File: src/rtl/vertex_normal_accumulate_unit_assert.svh
// ---------------------------------------------------------------------------
// Assertion macros for the vertex normal accumulate unit
// Each macro is one clocked property with an active-low disable.
// ---------------------------------------------------------------------------
`ifndef VERTEX_NORMAL_ACCUMULATE_UNIT_ASSERT_SVH
`define VERTEX_NORMAL_ACCUMULATE_UNIT_ASSERT_SVH

// Same-cycle implication.
`define VNACC_ASSERT_IMPLIES(label, clk, rst_n, ante, cons, msg) \
    label: assert property (@(posedge clk) disable iff (!rst_n) (ante) |-> (cons)) \
        else $error(msg);

// Next-cycle implication.
`define VNACC_ASSERT_NEXT(label, clk, rst_n, ante, cons, msg) \
    label: assert property (@(posedge clk) disable iff (!rst_n) (ante) |=> (cons)) \
        else $error(msg);

`endif

File: src/rtl/vnacc_pkg.sv
// ---------------------------------------------------------------------------
// vnacc_pkg
// Shared types and constants of the vertex normal accumulate unit.
// ---------------------------------------------------------------------------
package vnacc_pkg;

    localparam int CFG_W       = 11;
    localparam int VTX_W       = 10;
    localparam int POS_FIELD_W = 24;
    localparam int CORNER_W    = 16;
    localparam int NRM_W       = 16;
    localparam int ACC_W       = 56;
    localparam int QUEUE_DEPTH = 2;

    typedef enum logic [1:0] {
        CMD_LOAD = 2'd0,
        CMD_TRI  = 2'd1,
        CMD_READ = 2'd2,
        CMD_NOP  = 2'd3
    } t_cmd_code;

    // Work classes handed from front to back.
    typedef enum logic [1:0] {
        OP_LOAD,
        OP_TRI,
        OP_READ,
        OP_READ_ZERO
    } t_op;

    typedef struct packed {
        logic [1:0]                    command;
        logic [VTX_W-1:0]              vertex_index;
        logic signed [POS_FIELD_W-1:0] pos_x;
        logic signed [POS_FIELD_W-1:0] pos_y;
        logic signed [POS_FIELD_W-1:0] pos_z;
        logic [CORNER_W-1:0]           corner_a;
        logic [CORNER_W-1:0]           corner_b;
        logic [CORNER_W-1:0]           corner_c;
    } t_in_item;

    typedef struct packed {
        logic signed [NRM_W-1:0] normal_x;
        logic signed [NRM_W-1:0] normal_y;
        logic signed [NRM_W-1:0] normal_z;
        logic [VTX_W-1:0]        normal_vertex;
        logic                    zero_length;
    } t_out_item;

    typedef struct packed {
        t_op                     op;
        logic [VTX_W-1:0]        vertex_index;
        logic [POS_FIELD_W-1:0]  pos_x;
        logic [POS_FIELD_W-1:0]  pos_y;
        logic [POS_FIELD_W-1:0]  pos_z;
        logic [CORNER_W-1:0]     corner_a;
        logic [CORNER_W-1:0]     corner_b;
        logic [CORNER_W-1:0]     corner_c;
    } t_qentry;

    typedef enum logic [3:0] {
        S_IDLE,
        S_PRD_B,
        S_PRD_C,
        S_EDGE,
        S_MUL,
        S_CROSS_LAST,
        S_ACC_RD,
        S_ACC_WR,
        S_RD_MAG,
        S_NORM,
        S_SQ,
        S_SQ_LAST,
        S_SQRT,
        S_DIV_LD,
        S_DIV,
        S_EMIT
    } t_state;

endpackage

File: src/rtl/vnacc_fifo.sv
// ---------------------------------------------------------------------------
// vnacc_fifo
// Short command queue between front and back.
// ---------------------------------------------------------------------------
module vnacc_fifo (
    input  logic               i_clk,
    input  logic               i_rst_n,
    input  logic               i_push,
    input  vnacc_pkg::t_qentry i_data,
    input  logic               i_pop,
    output vnacc_pkg::t_qentry o_data,
    output logic               o_full,
    output logic               o_empty
);
    import vnacc_pkg::*;

    localparam int PTR_W = $clog2(QUEUE_DEPTH);
    localparam int CNT_W = $clog2(QUEUE_DEPTH + 1);

    t_qentry          r_entry [QUEUE_DEPTH];
    logic [PTR_W-1:0] r_wr_ptr;
    logic [PTR_W-1:0] r_rd_ptr;
    logic [CNT_W-1:0] r_count;

    assign o_full  = r_count == CNT_W'(QUEUE_DEPTH);
    assign o_empty = r_count == '0;
    assign o_data  = r_entry[r_rd_ptr];

    always_ff @(posedge i_clk) begin
        if (!i_rst_n) begin
            r_wr_ptr <= '0;
            r_rd_ptr <= '0;
            r_count  <= '0;
        end else begin
            if (i_push) begin
                r_wr_ptr <= r_wr_ptr + 1'b1;
            end
            if (i_pop) begin
                r_rd_ptr <= r_rd_ptr + 1'b1;
            end
            r_count <= r_count + CNT_W'(i_push) - CNT_W'(i_pop);
        end
    end

    always_ff @(posedge i_clk) begin
        if (i_push) begin
            r_entry[r_wr_ptr] <= i_data;
        end
    end

endmodule

File: config.mk
export PLATFORM = sky130hd
export DESIGN_NAME = vnacc_fifo
export DESIGN_NICKNAME = d
export VERILOG_FILES = /design/src/rtl/vertex_normal_accumulate_unit_assert.svh /design/src/rtl/vnacc_pkg.sv /design/src/rtl/vnacc_fifo.sv
export SDC_FILE = /design/constraint.sdc
export NUM_CORES = 1
export LEC_CHECK = 0
export BUFFER_PORTS_ARGS = -buffer_cell sky130_fd_sc_hd__clkbuf_2
export CORE_MARGIN = 2
export CORE_UTILIZATION = 49
export CTS_BUF_LIST = sky130_fd_sc_hd__clkbuf_8
export CTS_CLUSTER_SIZE = 14
export DETAILED_ROUTE_END_ITERATION = 8
export PLACE_DENSITY = 0.78
export SYNTH_ARGS = -nofsm -noshare
export SYNTH_HDL_FRONTEND = slang
export SYNTH_SLANG_ARGS = --single-unit
File: constraint.sdc
create_clock -name i_clk -period 8.15 [get_ports i_clk]
set_input_delay 2.0375 -clock i_clk [delete_from_list [all_inputs] [get_ports i_clk]]
set_output_delay 2.0375 -clock i_clk [all_outputs]
set_load 0.05 [all_outputs]
After elaboration in Yosys (flattened, before gate mapping)
Memory sizes are Yosys's and may differ from the RTL's. A register that Yosys moved wholly into a read port is not among the register bits.
Cells that the tools add are included.
{"block": "word_totals", "ff_bits": 4, "latch_bits": 0, "mem_bits_rw": 264, "rom_bits": 0, "out_inout_bits": 134, "elab_cells": 14, "mem_count": 1}
{"block": "classes", "addsub": 4, "mul": 0, "div": 0, "n_lt_le_gt_ge": 0, "n_eq_ne": 1, "n_shift": 0, "mux": 4, "bitwise": 0, "n_reduce_logical": 1}
{"name": "r_entry", "words": 2, "word_bits": 132, "read_ports": 1, "rd_ports_with_merged_regs": 1, "wr": 1, "line_no": "vnacc_fifo.sv:20", "text": "t_qentry r_entry [QUEUE_DEPTH];"}
{"op": "1-bit 2-to-1 mux", "count": 4}
{"op": "1-bit adder, second input constant", "count": 2}
{"op": "2-bit by 1-bit adder with 2-bit output", "count": 1}
{"op": "2-bit equality test, second input constant", "count": 1}
{"op": "2-bit logical NOT", "count": 1}
{"op": "2-bit by 1-bit subtractor with 2-bit output", "count": 1}

Longest topological paths before layout
{"block": "logic_depth", "depth_word": 3, "depth_mapped": 6, "depth_no_buf": 6}

Worst setup path before layout
OpenSTA, ideal clock, no wires.
{"block": "synth_path", "path_type": "input -> register", "start": "in i_push", "end": "mem r_entry[0][0] (netlist name), enable pin", "setup_ns": 0.641, "arrival_time_ns": 7.787, "required_ns": 7.509, "path_slack_ns": -0.278, "path_stages": 1, "path_cell_list": "nor2b_1"}
{"block": "synth_between", "elab_chain_len": 2}
{"element": "start, declared", "line_no": "vnacc_fifo.sv:8", "text": "input logic i_push,"}
{"element": "1-bit 2-to-1 mux", "line_no": "vnacc_fifo.sv:46", "text": "if (i_push) begin"}
{"element": "1-bit 2-to-1 mux (implied by the code)", "line_no": "vnacc_fifo.sv:47", "text": "r_entry[r_wr_ptr] <= i_data;"}
{"element": "end, declared", "line_no": "vnacc_fifo.sv:20"}
Every way passes these cells.

==> impl_metrics.yaml <==
cells_and_area:
  final_cell_area_um2: 12500
  area_growth_pct: 24.4
  drive_above_1_share_pct: 60.3
  final_net_count: 875
placed_design:
  dpl_cell_area_um2: 11700
  gp_congestion: 0.772
  hpwlAfterDp_mm: 12.4
  numPortBuffers: 269
timing:
  fmax_ghz: 0.197
  rsz0062_at_grt: "false"
  finalCritPeriodShare_pct: 62.4
  maxSlewHeadroom_pct: 29.7
  worstMarginPinSlew_ns: 1.05
  tns_ns: 0
  fin_skew_ns: 0.00995
  setup_viol: 0
  hold_violations: 0
  period_minus_slack_ns: 5.09
  drv_slew: 0
pwr:
  seqPwrFrac_pct: 49.5
  clkPwrFrac_pct: 34.2
  pwr-share-comb_pct: 16.3
  swShare_pct: 27.0
  switching_power_mw: 0.893
  ir_drop_v: 0.000153
  cellPowerDensity_nw_per_um2: 264
  p_leak_nw: 5.01
  internal_power_mw: 2.41
logic_synthesis:
  yosysTopAreaCell: "edfxtp_1"
  synth_edf_count: 264
  ys.flop_type: "edfxtp_1"
  yosysMostFrequentCell: "edfxtp_1"
  async_flop_share_pct: 0
  synth_fp_nets: 570
  synthTopCellsByArea: "edfxtp_1 79%, mux2_4 12%, mux2_2 5.8%"
  yosysSeqAreaShare_pct: 79.6
  yosysWarnings: 0
  synth_cells: 432
  yosysUniqueCellTypes: 15
  synth-seq-cells: 269
  synth_top_area_share_pct: 78.6
  synth_common_cells: "264 x edfxtp_1, 80 x mux2_4, 52 x mux2_2"
  syn_avg_cell_area_um2: 23.3
  netlist_area_um2: 10100
clock_tree:
  numClockSinks: 269
  cts_hold_buf: 0
  root_buffer: "clkbuf_8"
  cts.path.max_buffers: 3
  ctsResizeCount: 0
  clk_latency_ns: 0.52
  cts.htree.levels: 2
  path_clk_slew_ns: 0.05
  cts_buffers: 44
  cts_tree: "yes"
  cts_setup_buffers: 0
detailed_routing:
  viasPerCell: 4.88
  num_vias: 5084
  antenna_left: 0
  wl_per_cell_um: 17.9
  first_iter_violations: 252
  drc: 0
  dr.pass1.iters: 4
  postRouteWirelength_mm: 18.6
global_routing:
  grt_pass1_vias: 5466
  grt_overflow_total: 0
  grt_pass1_wl_mm: 28.1
  grt_max_degree: 77
  antenna_found_initial: 2
  grt.total_usage_pct: 16.7
floorplan:
  top_level_ports: 270
  rows: 52
  core_um2: 20200
  die_h_um: 147
  start_util_pct: 49.8
  die_area_um2: 21700
  die_w_um: 147
setup_path:
  path_buf_inv: 2
  cp.arrival_ns: 3.05
  critPathMaxFanout: 64
  cp_cell_sequence: "buf_4 -> mux2_2 -> clkbuf_2"
  crit_type: "flop to output port"
  required_ns: 6.11
  start_kind: "flop"
  path_delay_family: "flip-flops"
  end_kind: "output port"
  critPathMaxStageDelay_ns: 1.03
  worst_path_max_delay_cell: "dfxtp_4"
worst_hold_path:
  hold_class: "flop to flop"
run_status:
  outcome: "completed"
job:
  drv_cap: 0
## per-layer routing
| metal | track usage (%) | vias to the layer above | part of all wire, % | wire length [µm] |
|---|---|---|---|---|
| met4 | 6.49 | 0 | 2.5 | 461 |
| met5 | 0 | - | 0 | 0 |
| met1 | 19.4 | 2485 | 39 | 7270 |
| li1 | - | 2339 | - | - |
| met2 | 29.1 | 226 | 51 | 9490 |
| met3 | 5.49 | 34 | 7.6 | 1410 |
## tightest hold or removal path: cells and delay by family (launching register included)
| kind | cells | cell delay (ns) |
|---|---|---|
| xor gates and xnor gates | 1 | 0.07 |
| DFF | 1 | 0.32 |
| and+or+nand+nor | 1 | 0.14 |
## worst paths after layout
check	start	endpoint	slack [ns]	depth (start not counted)
worst max-delay path	flop	o_data[32]	3.06	3
worst min register to register	r_rd_ptr$_SDFFE_PN0P_	flop	0.57	2
worst min-delay path	r_rd_ptr$_SDFFE_PN0P_	flop	0.57	2
worst max register to register	r_wr_ptr$_SDFFE_PN0P_	r_entry[1][85]$_DFFE_PP_	5.72	2
## registers in the layout (all words and copies together), names as in the netlist, named ones only
signal	count
r_rd_ptr	1
r_entry	264
r_count	2
r_wr_ptr	1
## layout by cell type (no fill, tap or decap)
cell / count
xor2_1: 1
mux2_2: 52
mux2_4: 80
xnor3_1: 1
nor2b_4: 1
clkbuf_8: 45
clkinv_1: 14
and2_1: 3
buf_4: 5
clkinv_2: 6
edfxtp_1: 264
dfxtp_1: 4
nor2b_1: 3
bufinv_16: 4
diode_2: 2
nor2_1: 1
and2_4: 1
dfxtp_4: 1
inv_1: 12
ha_1: 2
clkbuf_2: 269
o21a_1: 1
## per-stage QoR
| stage | hold WS (ns) | worst slack, ns | total power [mW] | cells | utilization, % |
|---|---|---|---|---|---|
| 2_1_floorplan | 0.555 | 2.21 | 2.09 | 432 | - |
| 3_3_place_gp | 0.559 | 3.59 | 2.19 | 961 | 57.7 |
| 3_5_place_dp | 0.560 | 3.53 | 2.21 | 961 | 57.7 |
| 4_1_cts | 0.572 | 2.96 | 3.34 | 1040 | 61.9 |
| 5_1_grt | 0.594 | 2.87 | 3.43 | 1042 | 62.0 |
| 6_report | 0.570 | 3.06 | 3.31 | 1042 | 62.0 |
## kinds of logic (layout without fill, tap and decap cells)
kind of cell | count (synthesis) | after routing | share of synthesized area [%]
other | 0 | 2 | 0
multiplexers | 132 | 132 | 17.7
buffers and inverters | 17 | 355 | 1.48
AND/OR/NAND/NOR | 9 | 9 | 0.534
AO/OA/AOI/OAI | 1 | 1 | 0.0745
flip-flops | 269 | 269 | 79.6
XOR/XNOR | 2 | 2 | 0.310
adder cells (fa/ha/maj) | 2 | 2 | 0.248
## layout make-up
class                      instances  area [µm²]
fill                            1448        7690
timing repair buffer             274        1380
tap                              270         338
sequential                       269        8030
multi-input combinational        146        1910
antenna                            2        5.00
clock inverter                    34         240
clock buffer                      45         619
inverter                           2        7.51
## power by group through the flow
stage | registers (mW) | clock network [mW] | logic [mW]
finish | 1.64 | 1.13 | 0.540
floorplan | 1.65 | 0 | 0.437
global placement | 1.66 | 0 | 0.534
detailed placement | 1.67 | 0 | 0.545
global route | 1.64 | 1.22 | 0.564
CTS | 1.64 | 1.16 | 0.546
Note: power is estimated with default switching activity, not from simulation.
