$ cat src/rtl/vertex_normal_accumulate_unit_assert.svh
// ---------------------------------------------------------------------------
// Assertion macros for the vertex normal accumulate unit
// Each macro is one clocked property with an active-low disable.
// ---------------------------------------------------------------------------
`ifndef VERTEX_NORMAL_ACCUMULATE_UNIT_ASSERT_SVH
`define VERTEX_NORMAL_ACCUMULATE_UNIT_ASSERT_SVH

// Same-cycle implication.
`define VNACC_ASSERT_IMPLIES(label, clk, rst_n, ante, cons, msg) \
    label: assert property (@(posedge clk) disable iff (!rst_n) (ante) |-> (cons)) \
        else $error(msg);

// Next-cycle implication.
`define VNACC_ASSERT_NEXT(label, clk, rst_n, ante, cons, msg) \
    label: assert property (@(posedge clk) disable iff (!rst_n) (ante) |=> (cons)) \
        else $error(msg);

`endif

$ cat src/rtl/vnacc_pkg.sv
// ---------------------------------------------------------------------------
// vnacc_pkg
// Shared types and constants of the vertex normal accumulate unit.
// ---------------------------------------------------------------------------
package vnacc_pkg;

    localparam int CFG_W       = 11;
    localparam int VTX_W       = 10;
    localparam int POS_FIELD_W = 24;
    localparam int CORNER_W    = 16;
    localparam int NRM_W       = 16;
    localparam int ACC_W       = 56;
    localparam int QUEUE_DEPTH = 2;

    typedef enum logic [1:0] {
        CMD_LOAD = 2'd0,
        CMD_TRI  = 2'd1,
        CMD_READ = 2'd2,
        CMD_NOP  = 2'd3
    } t_cmd_code;

    // Work classes handed from front to back.
    typedef enum logic [1:0] {
        OP_LOAD,
        OP_TRI,
        OP_READ,
        OP_READ_ZERO
    } t_op;

    typedef struct packed {
        logic [1:0]                    command;
        logic [VTX_W-1:0]              vertex_index;
        logic signed [POS_FIELD_W-1:0] pos_x;
        logic signed [POS_FIELD_W-1:0] pos_y;
        logic signed [POS_FIELD_W-1:0] pos_z;
        logic [CORNER_W-1:0]           corner_a;
        logic [CORNER_W-1:0]           corner_b;
        logic [CORNER_W-1:0]           corner_c;
    } t_in_item;

    typedef struct packed {
        logic signed [NRM_W-1:0] normal_x;
        logic signed [NRM_W-1:0] normal_y;
        logic signed [NRM_W-1:0] normal_z;
        logic [VTX_W-1:0]        normal_vertex;
        logic                    zero_length;
    } t_out_item;

    typedef struct packed {
        t_op                     op;
        logic [VTX_W-1:0]        vertex_index;
        logic [POS_FIELD_W-1:0]  pos_x;
        logic [POS_FIELD_W-1:0]  pos_y;
        logic [POS_FIELD_W-1:0]  pos_z;
        logic [CORNER_W-1:0]     corner_a;
        logic [CORNER_W-1:0]     corner_b;
        logic [CORNER_W-1:0]     corner_c;
    } t_qentry;

    typedef enum logic [3:0] {
        S_IDLE,
        S_PRD_B,
        S_PRD_C,
        S_EDGE,
        S_MUL,
        S_CROSS_LAST,
        S_ACC_RD,
        S_ACC_WR,
        S_RD_MAG,
        S_NORM,
        S_SQ,
        S_SQ_LAST,
        S_SQRT,
        S_DIV_LD,
        S_DIV,
        S_EMIT
    } t_state;

endpackage

$ cat src/rtl/vnacc_front.sv
// ---------------------------------------------------------------------------
// vnacc_front
// Holds vertex_count, classifies items and drops the ones with no effect.
// ---------------------------------------------------------------------------
module vnacc_front #(
    parameter int MAX_VERTICES = 1024
) (
    input  logic                       i_clk,
    input  logic                       i_rst_n,
    input  logic                       i_cfg_we,
    input  logic [vnacc_pkg::CFG_W-1:0] i_cfg_wdata,
    input  logic                       i_in_valid,
    output logic                       o_in_stall,
    input  vnacc_pkg::t_in_item        i_in_item,
    input  logic                       i_q_full,
    output logic                       o_q_push,
    output vnacc_pkg::t_qentry         o_q_data
);
    import vnacc_pkg::*;

    logic [CFG_W-1:0] r_vertex_count;
    logic             accept;
    logic             vi_ok;
    logic             tri_ok;
    logic             keep;
    t_op              op;

    always_ff @(posedge i_clk) begin
        if (!i_rst_n) begin
            r_vertex_count <= '0;
        end else if (i_cfg_we) begin
            r_vertex_count <= i_cfg_wdata;
        end
    end

    assign accept = i_in_valid && !i_q_full;
    assign vi_ok  = 32'(i_in_item.vertex_index) < 32'(MAX_VERTICES);

    // A corner must be below both the live count and the store depth.
    assign tri_ok = (32'(i_in_item.corner_a) < 32'(r_vertex_count))
                 && (32'(i_in_item.corner_b) < 32'(r_vertex_count))
                 && (32'(i_in_item.corner_c) < 32'(r_vertex_count))
                 && (32'(i_in_item.corner_a) < 32'(MAX_VERTICES))
                 && (32'(i_in_item.corner_b) < 32'(MAX_VERTICES))
                 && (32'(i_in_item.corner_c) < 32'(MAX_VERTICES));

    always_comb begin
        keep = 1'b0;
        op   = OP_LOAD;
        unique case (t_cmd_code'(i_in_item.command))
            CMD_LOAD: begin
                keep = vi_ok;
                op   = OP_LOAD;
            end
            CMD_TRI: begin
                keep = tri_ok;
                op   = OP_TRI;
            end
            CMD_READ: begin
                keep = 1'b1;
                op   = vi_ok ? OP_READ : OP_READ_ZERO;
            end
            CMD_NOP: begin
                keep = 1'b0;
            end
            default: begin
                keep = 1'b0;
            end
        endcase
    end

    assign o_in_stall             = i_q_full;
    assign o_q_push               = accept && keep;
    assign o_q_data.op            = op;
    assign o_q_data.vertex_index  = i_in_item.vertex_index;
    assign o_q_data.pos_x         = i_in_item.pos_x;
    assign o_q_data.pos_y         = i_in_item.pos_y;
    assign o_q_data.pos_z         = i_in_item.pos_z;
    assign o_q_data.corner_a      = i_in_item.corner_a;
    assign o_q_data.corner_b      = i_in_item.corner_b;
    assign o_q_data.corner_c      = i_in_item.corner_c;

endmodule

$ cat config.mk
export PLATFORM = sky130hd
export DESIGN_NAME = vnacc_front
export DESIGN_NICKNAME = d
export VERILOG_FILES = /design/src/rtl/vertex_normal_accumulate_unit_assert.svh /design/src/rtl/vnacc_pkg.sv /design/src/rtl/vnacc_front.sv
export SDC_FILE = /design/constraint.sdc
export NUM_CORES = 1
export LEC_CHECK = 0
export BUFFER_PORTS_ARGS = -buffer_cell sky130_fd_sc_hd__buf_4
export CAP_MARGIN = 0
export CELL_PAD_IN_SITES_DETAIL_PLACEMENT = 1
export CELL_PAD_IN_SITES_GLOBAL_PLACEMENT = 1
export CORE_MARGIN = 5
export CORE_UTILIZATION = 18
export CTS_BUF_LIST = sky130_fd_sc_hd__clkbuf_4
export DETAILED_ROUTE_END_ITERATION = 8
export GPL_ROUTABILITY_DRIVEN = 0
export PLACE_DENSITY = 0.84
export RECOVER_POWER = 50
export SETUP_SLACK_MARGIN = 0.2
export SLEW_MARGIN = 0
export SYNTH_ARGS = -nofsm -noshare
export SYNTH_HDL_FRONTEND = slang
export SYNTH_SLANG_ARGS = --single-unit
$ cat constraint.sdc
create_clock -name i_clk -period 1.9 [get_ports i_clk]
set_clock_uncertainty 0.05 [all_clocks]
set_input_delay 0.095 -clock i_clk [delete_from_list [all_inputs] [get_ports i_clk]]
set_output_delay 0.095 -clock i_clk [all_outputs]
set_load 0.005 [all_outputs]
== Word level (Yosys, flattened, before mapping) ==
Index checks and enable logic that the tools add are counted.

* Flip-flop bits (word level): 11
* Input port bits: 148
* Output and inout port bits: 134
* Logic and storage cells: 22

* Order comparisons: 6
* Equality and inequality tests: 3
* Mux-type cells: 2
* Reduce and logical (&&, ||, !) cells: 10

{| class="wikitable"
|+ Operators by type and width
! kind !! number
|-
| < comparator 16 x 11 -> 1 bit || 3
|-
| < comparator 16 x 11 -> 1 bit, second input constant || 3
|-
| logical AND 1 bit || 7
|-
| equality test 2 bit, second input constant || 2
|-
| one-hot mux 2 bit (2 select lines) || 1
|-
| one-hot mux 1 bit (3 select lines) || 1
|-
| equality test 2 x 1 -> 1 bit, second input constant || 1
|-
| zero test 2 bit || 1
|-
| OR reduction 2 bit || 1
|-
| zero test 1 bit || 1
|}

== Depth between registers and ports, before layout ==
* Depth after elaboration: 8
* Gate-level depth with buffers: 7

== Worst setup path before layout ==
Ideal clock, no wire load.

* Path type: flip-flop to output port
* Start point: register r_vertex_count[10]
* End point: output o_q_push
* Arrival time: 1781 ps
* Path slack: -26 ps
* Stages on the path, launching flop included: 8
* Cells stage by stage: dfxtp_1 -> inv_1 -> ha_1 -> or4_1 -> nor4_2 -> nor4b_2 -> o211ai_1 -> o32ai_2

* Word-level cells in the longest chain between the ends: 8
* Elaborated cells between the ends (all ways): 10
* Classes of those cells: 3 x order compare; 1 x mux; 6 x reduce/logical

{| class="wikitable"
|+ Ends and longest elaborated chain
! what !! line !! source
|-
| from (decl) || vnacc_front.sv:21 || <nowiki>logic [CFG_W-1:0] r_vertex_count;</nowiki>
|-
| from (signal assigned) || vnacc_front.sv:32 || <nowiki>r_vertex_count <= i_cfg_wdata;</nowiki>
|-
| < comparator 16 x 11 -> 1 bit, on equally long branches || vnacc_front.sv:40, vnacc_front.sv:41 ||
|-
| logical AND 1 bit || vnacc_front.sv:41 || <nowiki>&& (32'(i_in_item.corner_b) < 32'(r_vertex_count))</nowiki>
|-
| logical AND 1 bit (*) || vnacc_front.sv:42 || <nowiki>&& (32'(i_in_item.corner_c) < 32'(r_vertex_count))</nowiki>
|-
| logical AND 1 bit (*) || vnacc_front.sv:43 || <nowiki>&& (32'(i_in_item.corner_a) < 32'(MAX_VERTICES))</nowiki>
|-
| logical AND 1 bit (*) || vnacc_front.sv:44 || <nowiki>&& (32'(i_in_item.corner_b) < 32'(MAX_VERTICES))</nowiki>
|-
| logical AND 1 bit (*) || vnacc_front.sv:45 || <nowiki>&& (32'(i_in_item.corner_c) < 32'(MAX_VERTICES));</nowiki>
|-
| one-hot mux 1 bit (3 select lines) (*) || vnacc_front.sv:50 || <nowiki>unique case (t_cmd_code'(i_in_item.command))</nowiki>
|-
| logical AND 1 bit (*) || vnacc_front.sv:73 || <nowiki>assign o_q_push = accept && keep;</nowiki>
|-
| to (decl) || vnacc_front.sv:16 || <nowiki>output logic o_q_push,</nowiki>
|}

Mark *: on every way between the ends. The rest lies on a longest branch, timed or not.

== Final worst setup path ==
Ends and elaborated chain as after synthesis.

==> summary.md <==
| Metric | Value |
|---|---|
| Status | complete, but fails checks |
| Failing checks | negative setup slack |
| Net Sw Frac | 32.7% |
| Maxcap violations | 0 |
| CTS clock-pin slew for the worst setup and hold paths | 0.08 ns |
| Worst Tran Pin Value | 0.368 ns |
| Critical path cell sequence | inv_2 -> buf_4 -> ha_1 -> nor2b_2 -> and4_4 -> a21boi_1 -> a22o_1 -> o32ai_2 -> buf_4 |
| CTS H-tree lvls | 1 |
| Die Span X | 121 um |
| Cell Int Power | 615 uW |
| Post-Synth XOR/XNOR Area | 0% |
| Total power divided by cell area | 367 nW/um2 |
| P_leak | 1.19 nW |
| Total gr overflow | 0 |
| Unrepaired setup endpoints after global routing | true |
| Post-Syn Area | 2200 um2 |
| Clk_lat worst skew | 0.27 ns |
| Max stage delay cell, worst path | dfxtp_2 |
| Vias per cell | 4.02 |
| Core area | 12000 um2 |
| Final wirelength | 7400 um |
| Clock power frac | 20.2% |
| Multiplexer share of the synthesized area | 5.01% |
| Worst R2R Setup Slack | 1.12 ns |
| Die Span Y | 121 um |
| Post-CTS setup repair buffer count | 0 |
| Initial core utilization | 18.3% |
| Final setup vio count | 1 |
| Fin worst setup slack | -0.462 ns |
| Largest family of logic cells by synthesized area | buffers and inverters |
| Post-synthesis adder-cell area fraction | 17.1% |
| Regs by FF count | r_vertex_count x11 |
| Synthesis Warnings | 0 |
| Largest fanout on the critical path | 2 |
| Syn avg cell area | 8.30 um2 |
| Pin count of the biggest net entering global routing | 12 |
| CTS buffer count | 3 |
| NetSw | 299 uW |
| CTS sink cnt | 11 |
| CTS tree | built |
| Worst Setup Start Kind | register |
| DP HPWL | 6700 um |
| Hold Violations, Final | 0 |
| Area fraction in compound gates after synthesis | 7.57% |
| Worst-case reg-to-reg path depth | 3 |
| Worst path arrival time | 2.22 ns |
| Slew HR | 75.5% |
| DIE AREA | 14500 um2 |
| CP most frequent cell | buf_4 |
| CP Capture Type | primary output |
| Synthesized flop and latch total | 11 |
| Initial antenna violation count | 0 |
| Pre-CTS WS | -0.368 ns |
| DR WL/cell | 17.7 um |
| Worst R2R Start | r_vertex_count[8] |
| DRT antenna net count | 0 |
| Fin crit share | 124% |
| CP Class | register to primary output |
| Fin area | 2490 um2 |
| Syn Nets | 443 |
| DRC violations left | 0 |
| Cell variety after synth | 36 |
| First-pass iteration count of the detailed router | 2 |
| Vias in the first global route | 1914 |
| Sequential share of the synthesized area | 10.0% |
| Combinational power share | 52.0% |
| Root buffer cell | clkbuf_4 |
| GR Util All Layers | 9.74% |
| Fin crit period | 2.36 ns |
| Worst VDD drop | 0.157 mV |
| First-pass GRT wire length | 10900 um |
| Clk buf depth | 2 |
| Post-Synth Simple-Gate Area | 13.0% |
| Vias | 1677 |
| Critical Path RT | 1.75 ns |
| Cell row count | 40 |
| CP Launch Point | r_vertex_count[10] |
| Nets@finish | 449 |
| Min-Delay Path Class | primary input to register |
| Max FFs per register | 11 |
| Crit path largest cell delay | 0.34 ns |
| Diode count | 0 |
| Fin. max-slew vios | 0 |
| DRT iter0 DRCs | 55 |
| Critical Path Sink | o_q_push |
| Port bufs | 117 |
| Biggest register | r_vertex_count |
| Worst R2R End | r_vertex_count[8] |
| Cells after Synth | 265 |
| WHS | 0.0225 ns |
| Area of placed instances | 2400 um2 |
| Sequential power share | 27.7% |
| Post-CTS Hold Buffers | 0 |
| I/O pin count | 282 |
| Achievable Freq | 423 MHz |
| Syn-to-layout area delta | 13.2% |
| Proportion of layout cells with a drive suffix above 1 | 59.3% |
per-stage QoR:
stage / util, % / power (mW) / instances / TNS [ns]
final: 20.7 / 0.913 / 417 / -0.462
after floorplan: - / 0.623 / 265 / 0
after CTS: 20.6 / 0.940 / 417 / -0.496
after global routing: 20.7 / 0.996 / 417 / -0.549
after detailed placement: 20.0 / 0.727 / 413 / -0.368
after global placement: 20.0 / 0.695 / 413 / -0.221
cell usage in the layout (no fill, tap or decap), drive strengths merged, types with 2 or more instances in the layout:
cell,instances
buf,134
ha,30
nor2b,16
inv,13
mux2i,11
dfxtp,11
a21oi,9
o21ai,8
nor3,4
clkbuf,4
nand2,3
nand4,3
nor4,3
or4,2
nand3,2
and2b,2
logic make-up (layout without fill, tap and decap cells):
| family | after synthesis | count (layout) |
|---|---|---|
| buf+inv | 146 | 151 |
| simple gates | 41 | 41 |
| fa+ha+maj | 30 | 30 |
| compound gates | 26 | 26 |
| mux | 11 | 11 |
| flops | 11 | 11 |
power by group through the flow:
stage	combinational (mW)	sequential [mW]	clock (mW)
floorplan	0.368	0.255	0
finish	0.475	0.253	0.185
detailed placement	0.469	0.258	0
global placement	0.438	0.257	0
global route	0.531	0.255	0.210
CTS	0.485	0.254	0.201
worst min path at each step:
stage,end,startpoint,depth (start not counted),slack [ns]
final,r_vertex_count[0],i_cfg_wdata[0],3,0.02
after global routing,r_vertex_count[0],i_cfg_wdata[0],3,0.02
after CTS,r_vertex_count[0],i_cfg_wdata[0],3,0.01
after detailed placement,o_q_data[108],i_in_item[108],0,0.14
after global placement,o_q_data[108],i_in_item[108],0,0.14
after floorplan,o_q_data[130],i_in_item[131],1,0.17
cell type report:
| class | count | area, um2 |
|---|---|---|
| inverter | 13 | 48.8 |
| multi-input combinational | 108 | 995 |
| timing repair buffer | 134 | 1010 |
| clock buffer | 4 | 30.0 |
| fill | 1432 | 9520 |
| tap | 147 | 184 |
| sequential | 11 | 225 |
critical path, delay by kind of cell, from the launching register on:
kind,cells,cell delay (ns)
flops,1,0.34
compound gates,3,0.66
simple gates,2,0.32
fa+ha+maj,1,0.27
buf+inv,3,0.34
layer usage:
metal | up-vias | GRT usage, % | share of wire [%]
met3 | 40 | 3.41 | 8.7
met5 | - | 0 | 0
met2 | 76 | 18.8 | 55
met1 | 790 | 9.16 | 32
li1 | 771 | - | -
met4 | 0 | 4.39 | 3.8
synthesized netlist by cell type:
master,count,area share (%)
a22o_1,1,0.40
o32ai_2,1,0.74
buf_1,1,0.17
o211ai_1,1,0.34
a21o_1,1,0.34
a31oi_1,1,0.28
or4_1,1,0.34
clkbuf_1,1,0.17
and2b_2,1,0.40
nand2_1,3,0.51
or4_4,1,0.51
and3_2,1,0.34
inv_1,13,2.2
nand3_1,2,0.46
buf_4,131,45
nor3b_1,1,0.34
nor4_1,1,0.28
dfxtp_1,11,10
a21boi_1,1,0.34
a221o_1,1,0.46
ha_1,30,17
nor2b_1,15,4.3
or2b_2,1,0.40
o21ai_0,8,1.8
a221oi_1,1,0.40
nor4b_2,1,0.68
mux2i_1,11,5.0
nor3_1,4,0.91
nor4_2,2,1.1
nor2b_2,1,0.40
or4b_1,1,0.46
o21a_2,1,0.40
nand4_1,3,0.85
a21oi_1,9,2.0
and4_1,1,0.40
and2b_1,1,0.34
timing repair:
action                                  CTS  global route
endpoints found under the setup margin    1             1
pin swaps                                 5             0
gates resized for setup                  13             1
Note: power is estimated with default switching activity, not from simulation.
